$ cat src/hw/rtl/tkbv_pkg.sv
// tkbv_pkg: shared types and constants for the top-k best value keeper
// no dependencies; used by tkbv_ram and top_k_best_value_keeper
package tkbv_pkg;

    localparam int unsigned MAX_ENTRIES = 64;

    localparam int unsigned ID_W     = 16;
    localparam int unsigned VALUE_W  = 32;
    localparam int unsigned HANDLE_W = 16;
    localparam int unsigned INDEX_W  = 6;
    localparam int unsigned COUNT_W  = 7;

    localparam logic CMD_INSERT = 1'b0;
    localparam logic CMD_READ   = 1'b1;

    localparam logic KIND_INSERT_ACK = 1'b0;
    localparam logic KIND_READ_DATA  = 1'b1;

    localparam logic [COUNT_W-1:0] CAPACITY_RESET = 7'd64;

    typedef struct packed {
        logic [ID_W-1:0]            id;
        logic signed [VALUE_W-1:0]  value;
        logic [HANDLE_W-1:0]        handle;
    } entry_t;

endpackage

$ cat src/hw/rtl/top_k_best_value_keeper.sv
// top_k_best_value_keeper: keeps the best-scoring entries, replacing the lowest when full
// depends on tkbv_pkg and tkbv_ram
// accept to result valid: read via ST_RD_WAIT, ST_FINISH; insert while not full via
//   ST_FINISH; full-store insert: ST_SCAN (one store read per slot), ST_DECIDE, ST_FINISH
// throughput: one item at a time, next item taken when the previous result is registered
// reset: fill count 0, capacity 64; store contents undefined until written, no clearing pass
module top_k_best_value_keeper (
    input  logic                              clk,
    input  logic                              rst_n,
    input  logic                              cfg_we,
    input  logic [tkbv_pkg::COUNT_W-1:0]      cfg_data,
    input  logic                              in_valid,
    output logic                              in_ready,
    input  logic                              cmd,
    input  logic [tkbv_pkg::ID_W-1:0]         move_id,
    input  logic signed [tkbv_pkg::VALUE_W-1:0] move_score,
    input  logic [tkbv_pkg::HANDLE_W-1:0]     payload_handle,
    input  logic [tkbv_pkg::INDEX_W-1:0]      read_index,
    output logic                              out_valid,
    input  logic                              out_ready,
    output logic                              result_kind,
    output logic                              accepted,
    output logic [tkbv_pkg::INDEX_W-1:0]      slot,
    output logic [tkbv_pkg::ID_W-1:0]         out_move_id,
    output logic signed [tkbv_pkg::VALUE_W-1:0] out_value,
    output logic [tkbv_pkg::HANDLE_W-1:0]     out_handle,
    output logic [tkbv_pkg::COUNT_W-1:0]      fill_count
);
    import tkbv_pkg::*;

    localparam int unsigned ADDR_W = (MAX_ENTRIES > 1) ? $clog2(MAX_ENTRIES) : 1;
    localparam logic [COUNT_W-1:0] MAX_CNT = COUNT_W'(MAX_ENTRIES);

    typedef enum logic [2:0] {
        ST_IDLE,
        ST_RD_WAIT,
        ST_SCAN,
        ST_DECIDE,
        ST_FINISH
    } state_t;

    state_t                      state_reg, state_next;
    logic [COUNT_W-1:0]          capacity_reg;
    logic [COUNT_W-1:0]          count_reg, count_next;
    entry_t                      cand_reg, cand_next;
    logic [COUNT_W-1:0]          issue_reg, issue_next;
    logic                        chk_valid_reg, chk_valid_next;
    logic [COUNT_W-1:0]          chk_idx_reg, chk_idx_next;
    logic signed [VALUE_W-1:0]   least_reg, least_next;
    logic [COUNT_W-1:0]          best_reg, best_next;
    logic                        res_kind_reg, res_kind_next;
    logic                        res_ok_reg, res_ok_next;
    logic [INDEX_W-1:0]          res_slot_reg, res_slot_next;
    entry_t                      res_entry_reg, res_entry_next;
    logic                        out_valid_reg;
    logic                        out_kind_reg;
    logic                        out_ok_reg;
    logic [INDEX_W-1:0]          out_slot_reg;
    entry_t                      out_entry_reg;
    logic [COUNT_W-1:0]          out_fill_reg;

    logic [COUNT_W-1:0]          cap_eff;
    logic                        mem_we;
    logic [ADDR_W-1:0]           mem_waddr;
    entry_t                      mem_wdata;
    logic [ADDR_W-1:0]           mem_raddr;
    entry_t                      mem_rdata;
    logic                        out_free;

    tkbv_ram #(
        .DEPTH  (MAX_ENTRIES),
        .ADDR_W (ADDR_W)
    ) u_ram (
        .clk   (clk),
        .we    (mem_we),
        .waddr (mem_waddr),
        .wdata (mem_wdata),
        .raddr (mem_raddr),
        .rdata (mem_rdata)
    );

    always_comb
    begin
        if (capacity_reg == '0)
        begin
            cap_eff = COUNT_W'(1);
        end
        else if (capacity_reg > MAX_CNT)
        begin
            cap_eff = MAX_CNT;
        end
        else
        begin
            cap_eff = capacity_reg;
        end
    end

    assign out_free = !out_valid_reg || out_ready;
    assign in_ready = (state_reg == ST_IDLE);

    always_comb
    begin
        state_next     = state_reg;
        count_next     = count_reg;
        cand_next      = cand_reg;
        issue_next     = issue_reg;
        chk_valid_next = 1'b0;
        chk_idx_next   = chk_idx_reg;
        least_next     = least_reg;
        best_next      = best_reg;
        res_kind_next  = res_kind_reg;
        res_ok_next    = res_ok_reg;
        res_slot_next  = res_slot_reg;
        res_entry_next = res_entry_reg;
        mem_we         = 1'b0;
        mem_waddr      = '0;
        mem_wdata      = cand_reg;
        mem_raddr      = '0;

        case (state_reg)
            ST_IDLE:
            begin
                if (in_valid)
                begin
                    cand_next.id     = move_id;
                    cand_next.value  = move_score;
                    cand_next.handle = payload_handle;
                    res_kind_next    = cmd;
                    res_entry_next   = '0;
                    if (cmd == CMD_READ)
                    begin
                        mem_raddr     = read_index[ADDR_W-1:0];
                        res_slot_next = read_index;
                        res_ok_next   = (COUNT_W'(read_index) < count_reg) &&
                                        (COUNT_W'(read_index) < MAX_CNT);
                        state_next    = ST_RD_WAIT;
                    end
                    else if (count_reg < cap_eff)
                    begin
                        mem_we           = 1'b1;
                        mem_waddr        = count_reg[ADDR_W-1:0];
                        mem_wdata.id     = move_id;
                        mem_wdata.value  = move_score;
                        mem_wdata.handle = payload_handle;
                        res_ok_next      = 1'b1;
                        res_slot_next    = INDEX_W'(count_reg);
                        count_next       = count_reg + COUNT_W'(1);
                        state_next       = ST_FINISH;
                    end
                    else
                    begin
                        mem_raddr      = '0;
                        issue_next     = COUNT_W'(1);
                        chk_valid_next = 1'b1;
                        chk_idx_next   = '0;
                        state_next     = ST_SCAN;
                    end
                end
            end
            ST_RD_WAIT:
            begin
                if (res_ok_reg)
                begin
                    res_entry_next = mem_rdata;
                end
                state_next = ST_FINISH;
            end
            ST_SCAN:
            begin
                // issue the next slot read while checking the one that returned
                if (issue_reg < cap_eff)
                begin
                    mem_raddr      = issue_reg[ADDR_W-1:0];
                    chk_valid_next = 1'b1;
                    chk_idx_next   = issue_reg;
                    issue_next     = issue_reg + COUNT_W'(1);
                end
                if (chk_valid_reg)
                begin
                    if ((chk_idx_reg == '0) || (mem_rdata.value < least_reg))
                    begin
                        least_next = mem_rdata.value;
                        best_next  = chk_idx_reg;
                    end
                    if (chk_idx_reg == cap_eff - COUNT_W'(1))
                    begin
                        chk_valid_next = 1'b0;
                        state_next     = ST_DECIDE;
                    end
                end
            end
            ST_DECIDE:
            begin
                if (least_reg < cand_reg.value)
                begin
                    mem_we        = 1'b1;
                    mem_waddr     = best_reg[ADDR_W-1:0];
                    res_ok_next   = 1'b1;
                    res_slot_next = INDEX_W'(best_reg);
                end
                else
                begin
                    res_ok_next   = 1'b0;
                    res_slot_next = '0;
                end
                state_next = ST_FINISH;
            end
            ST_FINISH:
            begin
                if (out_free)
                begin
                    state_next = ST_IDLE;
                end
            end
            default:
            begin
                state_next = ST_IDLE;
            end
        endcase
    end

    always_ff @(posedge clk or negedge rst_n)
    begin
        if (!rst_n)
        begin
            state_reg     <= ST_IDLE;
            capacity_reg  <= CAPACITY_RESET;
            count_reg     <= '0;
            chk_valid_reg <= 1'b0;
            out_valid_reg <= 1'b0;
        end
        else
        begin
            state_reg     <= state_next;
            count_reg     <= count_next;
            chk_valid_reg <= chk_valid_next;
            if (cfg_we)
            begin
                capacity_reg <= cfg_data;
            end
            if ((state_reg == ST_FINISH) && out_free)
            begin
                out_valid_reg <= 1'b1;
            end
            else if (out_ready)
            begin
                out_valid_reg <= 1'b0;
            end
        end
    end

    always_ff @(posedge clk)
    begin
        cand_reg      <= cand_next;
        issue_reg     <= issue_next;
        chk_idx_reg   <= chk_idx_next;
        least_reg     <= least_next;
        best_reg      <= best_next;
        res_kind_reg  <= res_kind_next;
        res_ok_reg    <= res_ok_next;
        res_slot_reg  <= res_slot_next;
        res_entry_reg <= res_entry_next;
        if ((state_reg == ST_FINISH) && out_free)
        begin
            out_kind_reg  <= res_kind_reg;
            out_ok_reg    <= res_ok_reg;
            out_slot_reg  <= res_slot_reg;
            out_entry_reg <= res_entry_reg;
            out_fill_reg  <= count_reg;
        end
    end

    assign out_valid   = out_valid_reg;
    assign result_kind = out_kind_reg;
    assign accepted    = out_ok_reg;
    assign slot        = out_slot_reg;
    assign out_move_id = out_entry_reg.id;
    assign out_value   = out_entry_reg.value;
    assign out_handle  = out_entry_reg.handle;
    assign fill_count  = out_fill_reg;

endmodule

$ cat src/hw/rtl/tkbv_ram.sv
// tkbv_ram: entry store, one write port and one registered read port
// depends on tkbv_pkg for entry_t
module tkbv_ram #(
    parameter int unsigned DEPTH  = 64,
    parameter int unsigned ADDR_W = 6
) (
    input  logic                 clk,
    input  logic                 we,
    input  logic [ADDR_W-1:0]    waddr,
    input  tkbv_pkg::entry_t     wdata,
    input  logic [ADDR_W-1:0]    raddr,
    output tkbv_pkg::entry_t     rdata
);
    import tkbv_pkg::*;

    entry_t mem [DEPTH];

    always_ff @(posedge clk)
    begin
        if (we)
        begin
            mem[waddr] <= wdata;
        end
    end

    always_ff @(posedge clk)
    begin
        rdata <= mem[raddr];
    end

endmodule

$ cat config.mk
export PLATFORM = sky130hd
export DESIGN_NAME = top_k_best_value_keeper
export DESIGN_NICKNAME = d
export VERILOG_FILES = /design/src/hw/rtl/tkbv_pkg.sv /design/src/hw/rtl/top_k_best_value_keeper.sv /design/src/hw/rtl/tkbv_ram.sv
export SDC_FILE = /design/constraint.sdc
export NUM_CORES = 2
export LEC_CHECK = 0
export BUFFER_PORTS_ARGS = -buffer_cell sky130_fd_sc_hd__buf_2
export CAP_MARGIN = 20
export CORE_MARGIN = 2
export CORE_UTILIZATION = 25
export DETAILED_ROUTE_END_ITERATION = 7
export PLACE_DENSITY = 0.38
export SYNTH_ARGS = -nofsm -noshare
export SYNTH_HDL_FRONTEND = slang
export SYNTH_SLANG_ARGS = --single-unit
$ cat constraint.sdc
create_clock -name clk -period 19.9 [get_ports clk]
set_input_delay 3.98 -clock clk [delete_from_list [all_inputs] [get_ports clk]]
set_output_delay 3.98 -clock clk [all_outputs]
set_load 0.005 [all_outputs]
# Yosys cells after proc, flatten, opt, wreduce, memory -nomap -nowiden
# Memory sizes are Yosys's and may differ from the RTL's. A register that Yosys moved wholly into a read port is not among the register bits.
# Index checks and enable logic that the tools add are counted.
# W data, S select, Z words.
[totals]
regBits = 286
latchBits = 0
mem_bits_rw = 4096
romBits = 0
out_inout_bits = 81
elab_cells = 128
mem_count = 1
[classes]
add_sub_neg = 3
mul = 0
div = 0
magnitude_cmp = 6
n_eq_ne = 14
shifts = 0
mux = 59
n_bitwise = 1
reduce_logical = 19
[memory_table]
columns = ["name", "words", "word_bits", "rd", "rd_ports_with_merged_regs", "wr", "line", "text"]
rows = [
  ["u_ram.mem", 64, 64, 1, 1, 1, "tkbv_ram.sv:16", "entry_t mem [DEPTH];"],
]
[op_table]
columns = ["op", "n"]
rows = [
  ["$mux W64", 6],
  ["$pmux W64 S2", 1],
  ["$mux W7", 10],
  ["$lt A32 B32 Y1", 2],
  ["$mux W6", 10],
  ["$pmux W6 S2", 3],
  ["$pmux W7 S2", 2],
  ["$mux W3", 6],
  ["$mux W1", 17],
  ["$ne A2 B2 Y1 const B", 8],
  ["$add A7 B1 Y7 const B", 2],
  ["$logic_not A7 Y1", 2],
  ["$lt A7 B7 Y1", 2],
  ["$pmux W3 S4", 1],
  ["$reduce_and A3 Y1", 3],
  ["$reduce_and A4 Y1", 2],
  ["$reduce_bool A2 Y1", 4],
  ["$eq A7 B7 Y1", 1],
  ["$gt A7 B7 Y1 const B", 1],
  ["$lt A6 B7 Y1", 1],
  ["$sub A7 B1 Y7 const B", 1],
  ["$eq A3 B2 Y1 const B", 2],
  ["$pmux W1 S2", 3],
  ["$reduce_and A5 Y1", 1],
  ["other kinds (10)", 11],
]

# Logic depth before layout (Yosys ltp)
[logic_depth]
ltp_word = 10
ltp_mapped = 18
depth_no_buf = 13

# By module
# Synthesis repeated with hierarchy kept, for this count alone.
[unflattened]
hier_cells = 7548
area_unflattened_um2 = 169237.3
[by_module_without_submodules]
columns = ["module", "instances", "cells_each", "area_each_um2", "seq_area_each_um2"]
rows = [
  ["tkbv_ram", 1, 6598, 156336.2, 124279.2],
  ["top_k_best_value_keeper", 1, 950, 12901.1, 8494.4],
]

# Least setup slack after synthesis
# OpenSTA, ideal clock, no wires.
[synth_path]
path_type = "input-to-reg"
startpoint = "in in_valid"
endpoint = "mem u_ram.mem[40][0] in the netlist's numbering, enable pin"
setup_time_ps = 565
arrival_time_ps = 10373
path_slack_ps = 8962
stages = 9
cell_sequence = "nand2_4 -> inv_2 -> nand2_1 -> nor3_2 -> buf_4 -> nand2_1 -> o2bb2ai_1 -> nand3_1 -> nor3_1"
[synth_between]
elab_chain_cells = 4
elab_cells_between_ends = 6
classes_between = "mux (6)"
[synth_lines]
columns = ["element", "line", "text"]
rows = [
  ["start, declared", "top_k_best_value_keeper.sv:12", "input logic in_valid,"],
  ["$mux W1", "top_k_best_value_keeper.sv:123", "if (in_valid)"],
  ["$pmux W1 S2", "top_k_best_value_keeper.sv:120", "case (state_reg)"],
  ["$mux W1", "tkbv_ram.sv:20", "if (we)"],
  ["$mux W1 (not written as such)", "tkbv_ram.sv:22", "mem[waddr] <= wdata;"],
  ["end, declared", "tkbv_ram.sv:16", ""],
]
# Parallel ways exist; a longest one is shown, timed or not.

# Final worst setup path
[layout_path]
startpoint = "in in_valid"
endpoint = "reg, netlist name u_ram.rdata[20]"
[layout_between]
elab_chain_cells = 2
[layout_lines]
columns = ["element", "line"]
rows = [
  ["$mux W6", "top_k_best_value_keeper.sv:123"],
  ["$pmux W6 S2", "top_k_best_value_keeper.sv:120"],
]
# No other way between the ends.
# A chain may end at the register's enable or synchronous reset.

==> flow_summary.toml <==
[critical_path]
critPathCaptureType = "flip-flop"
worst_r2r_path_depth = 18
arrival_ns = 10.57
ff2ff_setup_slack_ns = 12.26
r2r-end = "u_ram.rdata[20]"
critPathLaunchType = "primary input"
crit_required_ns = 20.88
worstSetupPathType = "primary input to flip-flop"
critPathMaxFanout = 51
timing.rr.start = "capacity_reg[6]"

[logic_synthesis]
ys_ff_latch = 4446
synthDistinctLibCells = 89
synthFlopType = "edfxtp_1"
synthArstFlopShare = 0.00427
synthMuxAreaShare = 0.0112
synth_top_area_frac = 0.746
synthSimpleGateAreaFrac = 0.154
yosysWarnings = 0
synth_area_per_cell_um2 = 13.4
synth-adder-area-share = 0.00584
yosysTopAreaCell = "edfxtp_1"
synth_xor_area_frac = 0.00105
synth-compound-area-share = 0.0461
synthTopCellsByArea = "edfxtp_1 (75%), nand2_1 (8.5%), nand3_1 (5.0%), buf_2 (1.3%), a21oi_1 (0.88%)"
synth_top_family_by_area = "simple AND/OR/NAND/NOR gates"
yosys-top-cells-count = "edfxtp_1 (4363), nand2_1 (3989), nand3_1 (1765)"
synthesis.nets = 13280
syn_inst = 13115
seq_area_frac_synth = 0.756
synth_edf_count = 4363
yosysMostFrequentCell = "edfxtp_1"
syn-cell-area_mm2 = 0.176

[die]
die_area_mm2 = 0.709
core_region_area_mm2 = 0.699
io_pins = 164
die_h_um = 842
initial_core_util = 0.251
fp.dieW_um = 842
rows = 307

[clocking]
cts_max_level = 5
clk_latency_ns = 1.06
postCtsSetupRepairBufs = 0
clockBufferDepth = 4
cts_tree = "yes"
cts_root_buf = "clkbuf_16"
path_clk_slew_ns = 0.06
clkSinkCount = 4446
ctsHoldBuffers = 0
cts_resized = 0
numCtsBuffers = 476

[power]
vdd.ir_drop.worst_mv = 0.0790
p_int_mw = 17.2
p_comb_frac = 0.174
p_sw_frac = 0.303
leakage_nw = 67.8
power.density_mw_per_mm2 = 121
seq_power_share = 0.477
p_switching_mw = 7.49
p_clk_frac = 0.348

[place]
io_buffers = 163
place_ws_ns = 9.10
postPlaceCellArea_mm2 = 0.188
placed_cells = 22138
routabilityCongestion = 0.749
dp_hpwl_um = 352000

[layout]
fin_area_mm2 = 0.203
largest_reg_flops = 4096
regMostFlops = "u_ram.mem"
syn2layout_area_growth_pct = 15.7
drive_above_1_share = 0.102
n_fill_cell = 70933
fin_cells = 23073
finalNetCount = 13511
fin_util = 0.291

[sta]
fin_crit_sh = 0.482
period_minus_slack_ns = 9.59
fin_worst_skew_ns = 0.0638
setup_tns_ns = 0
fin_ws_ns = 10.31
slew_violations = 0
setup_viol = 0
fmax_mhz = 104
relSlewSlack = 0.202
rsz0062_at_grt = "no"
finalHoldViolCount = 0
tightest_slew_ns = 1.20

[worst_hold_path]
hold_path_end = "out_value[25]"
hold_start = "res_entry_reg[41]"
hold_depth = 0
hold_class = "flip-flop to flip-flop"

[route]
final_antenna_net_count = 0
drtIter0Drc = 12041
wirelength_um = 672000
avgViaCountPerCell = 4.80
vias = 110756
wl_per_cell_um = 29.1
first_pass_iters = 6
drc = 0

[global_route]
grt_pass1_vias = 107504
grt_max_degree = 137
grt_pass1_wl_um = 923000
grt.total_usage = 0.182
grt_overflow = 0
antenna_found_initial = 47

[job]
maxCapViolCount = 0

[run_status]
status = "complete, no violations"
==> worst max-delay path, cell delays in order <==
cell and delay, ns:
buf_2 0.11, nand2_4 0.10, inv_4 0.27, buf_4 0.66
and3_1 0.35, a31o_4 0.49, buf_4 0.71, buf_4 0.76
buf_4 0.74, buf_4 0.67, a21oi_1 0.09, a32oi_1 0.19
o22ai_1 0.12, a2111oi_0 0.74, buf_4 0.22, o32ai_1 0.07
o211ai_1 0.09
==> placed cells by master (no fill, tap or decap), types with 18 or more instances in the layout <==
cell / instances
o32ai_1: 31
clkbuf_16: 482
nand3_1: 1765
and3_1: 223
clkbuf_1: 154
nand4_1: 27
o211ai_1: 43
a31oi_1: 229
edfxtp_1: 4363
ha_1: 82
buf_2: 165
mux2_2: 32
clkinv_1: 91
buf_4: 350
dfrtp_1: 18
bufinv_16: 18
buf_12: 45
mux2i_1: 153
dfxtp_1: 64
o22ai_1: 91
inv_1: 73
a21oi_1: 309
clkinv_2: 84
a32oi_1: 126
nor2_4: 67
nand2_1: 3985
a2111oi_0: 29
and2_1: 73
a21o_1: 24
a311oi_1: 68
o21ai_4: 32
o21ai_0: 43
diode_2: 56
nor2_1: 69
clkbuf_8: 27
a211oi_1: 43
==> metal layers <==
layer  part of all wire  global-route usage  vias up
met5                  0                   0        -
met4              0.023              0.0407        0
met3              0.043              0.0171      699
met2               0.47               0.299     2898
met1               0.46               0.262    58404
li1                   -                   -    48755
==> worst max-delay path by stage <==
stage	from	to	cells past startpoint
2_1_floorplan	in_valid	u_ram.mem[40][0]	9
3_3_place_gp	in_valid	u_ram.rdata[20]	17
3_5_place_dp	in_valid	u_ram.rdata[20]	17
4_1_cts	in_valid	u_ram.rdata[20]	17
5_1_grt	in_valid	u_ram.rdata[20]	17
6_report	in_valid	u_ram.rdata[20]	17
==> final cells by class <==
cell class                 instances  area, um^2  share of cell area
antenna                           56         140            0.000690
multi-input combinational       7784       39300               0.194
tap                             9270       11600              0.0571
clock buffer                     663       13000              0.0640
inverter                          75         284             0.00140
clock inverter                   216        1600             0.00787
sequential                      4446      133000               0.654
timing repair buffer             563        4400              0.0216
==> kinds of logic after synthesis <==
family                     Yosys count
AOI/OAI and AO/OA                 1193
xor gates and xnor gates            21
adders and majority gates           82
buffers and inverters              885
DFF                               4446
muxes                              192
and+or+nand+nor                   6296
==> per-stage QoR <==
| stage | hold WS [ns] | total power [mW] |
|---|---|---|
| 2_1_floorplan | 0.400 | 14.1 |
| 3_3_place_gp | 0.405 | 16.4 |
| 3_5_place_dp | 0.405 | 16.4 |
| 4_1_cts | 0.407 | 25.0 |
| 5_1_grt | 0.424 | 25.6 |
| 6_report | 0.414 | 24.7 |
==> power groups by stage <==
stage	Sequential (mW)	Clock, mW	Combinational, mW
after floorplan	11.8	0	2.35
after CTS	11.8	8.79	4.38
final	11.8	8.60	4.30
after global routing	11.8	9.13	4.65
after global placement	12.0	0	4.37
after detailed placement	12.0	0	4.37
Power figures use the tool's default switching activity.
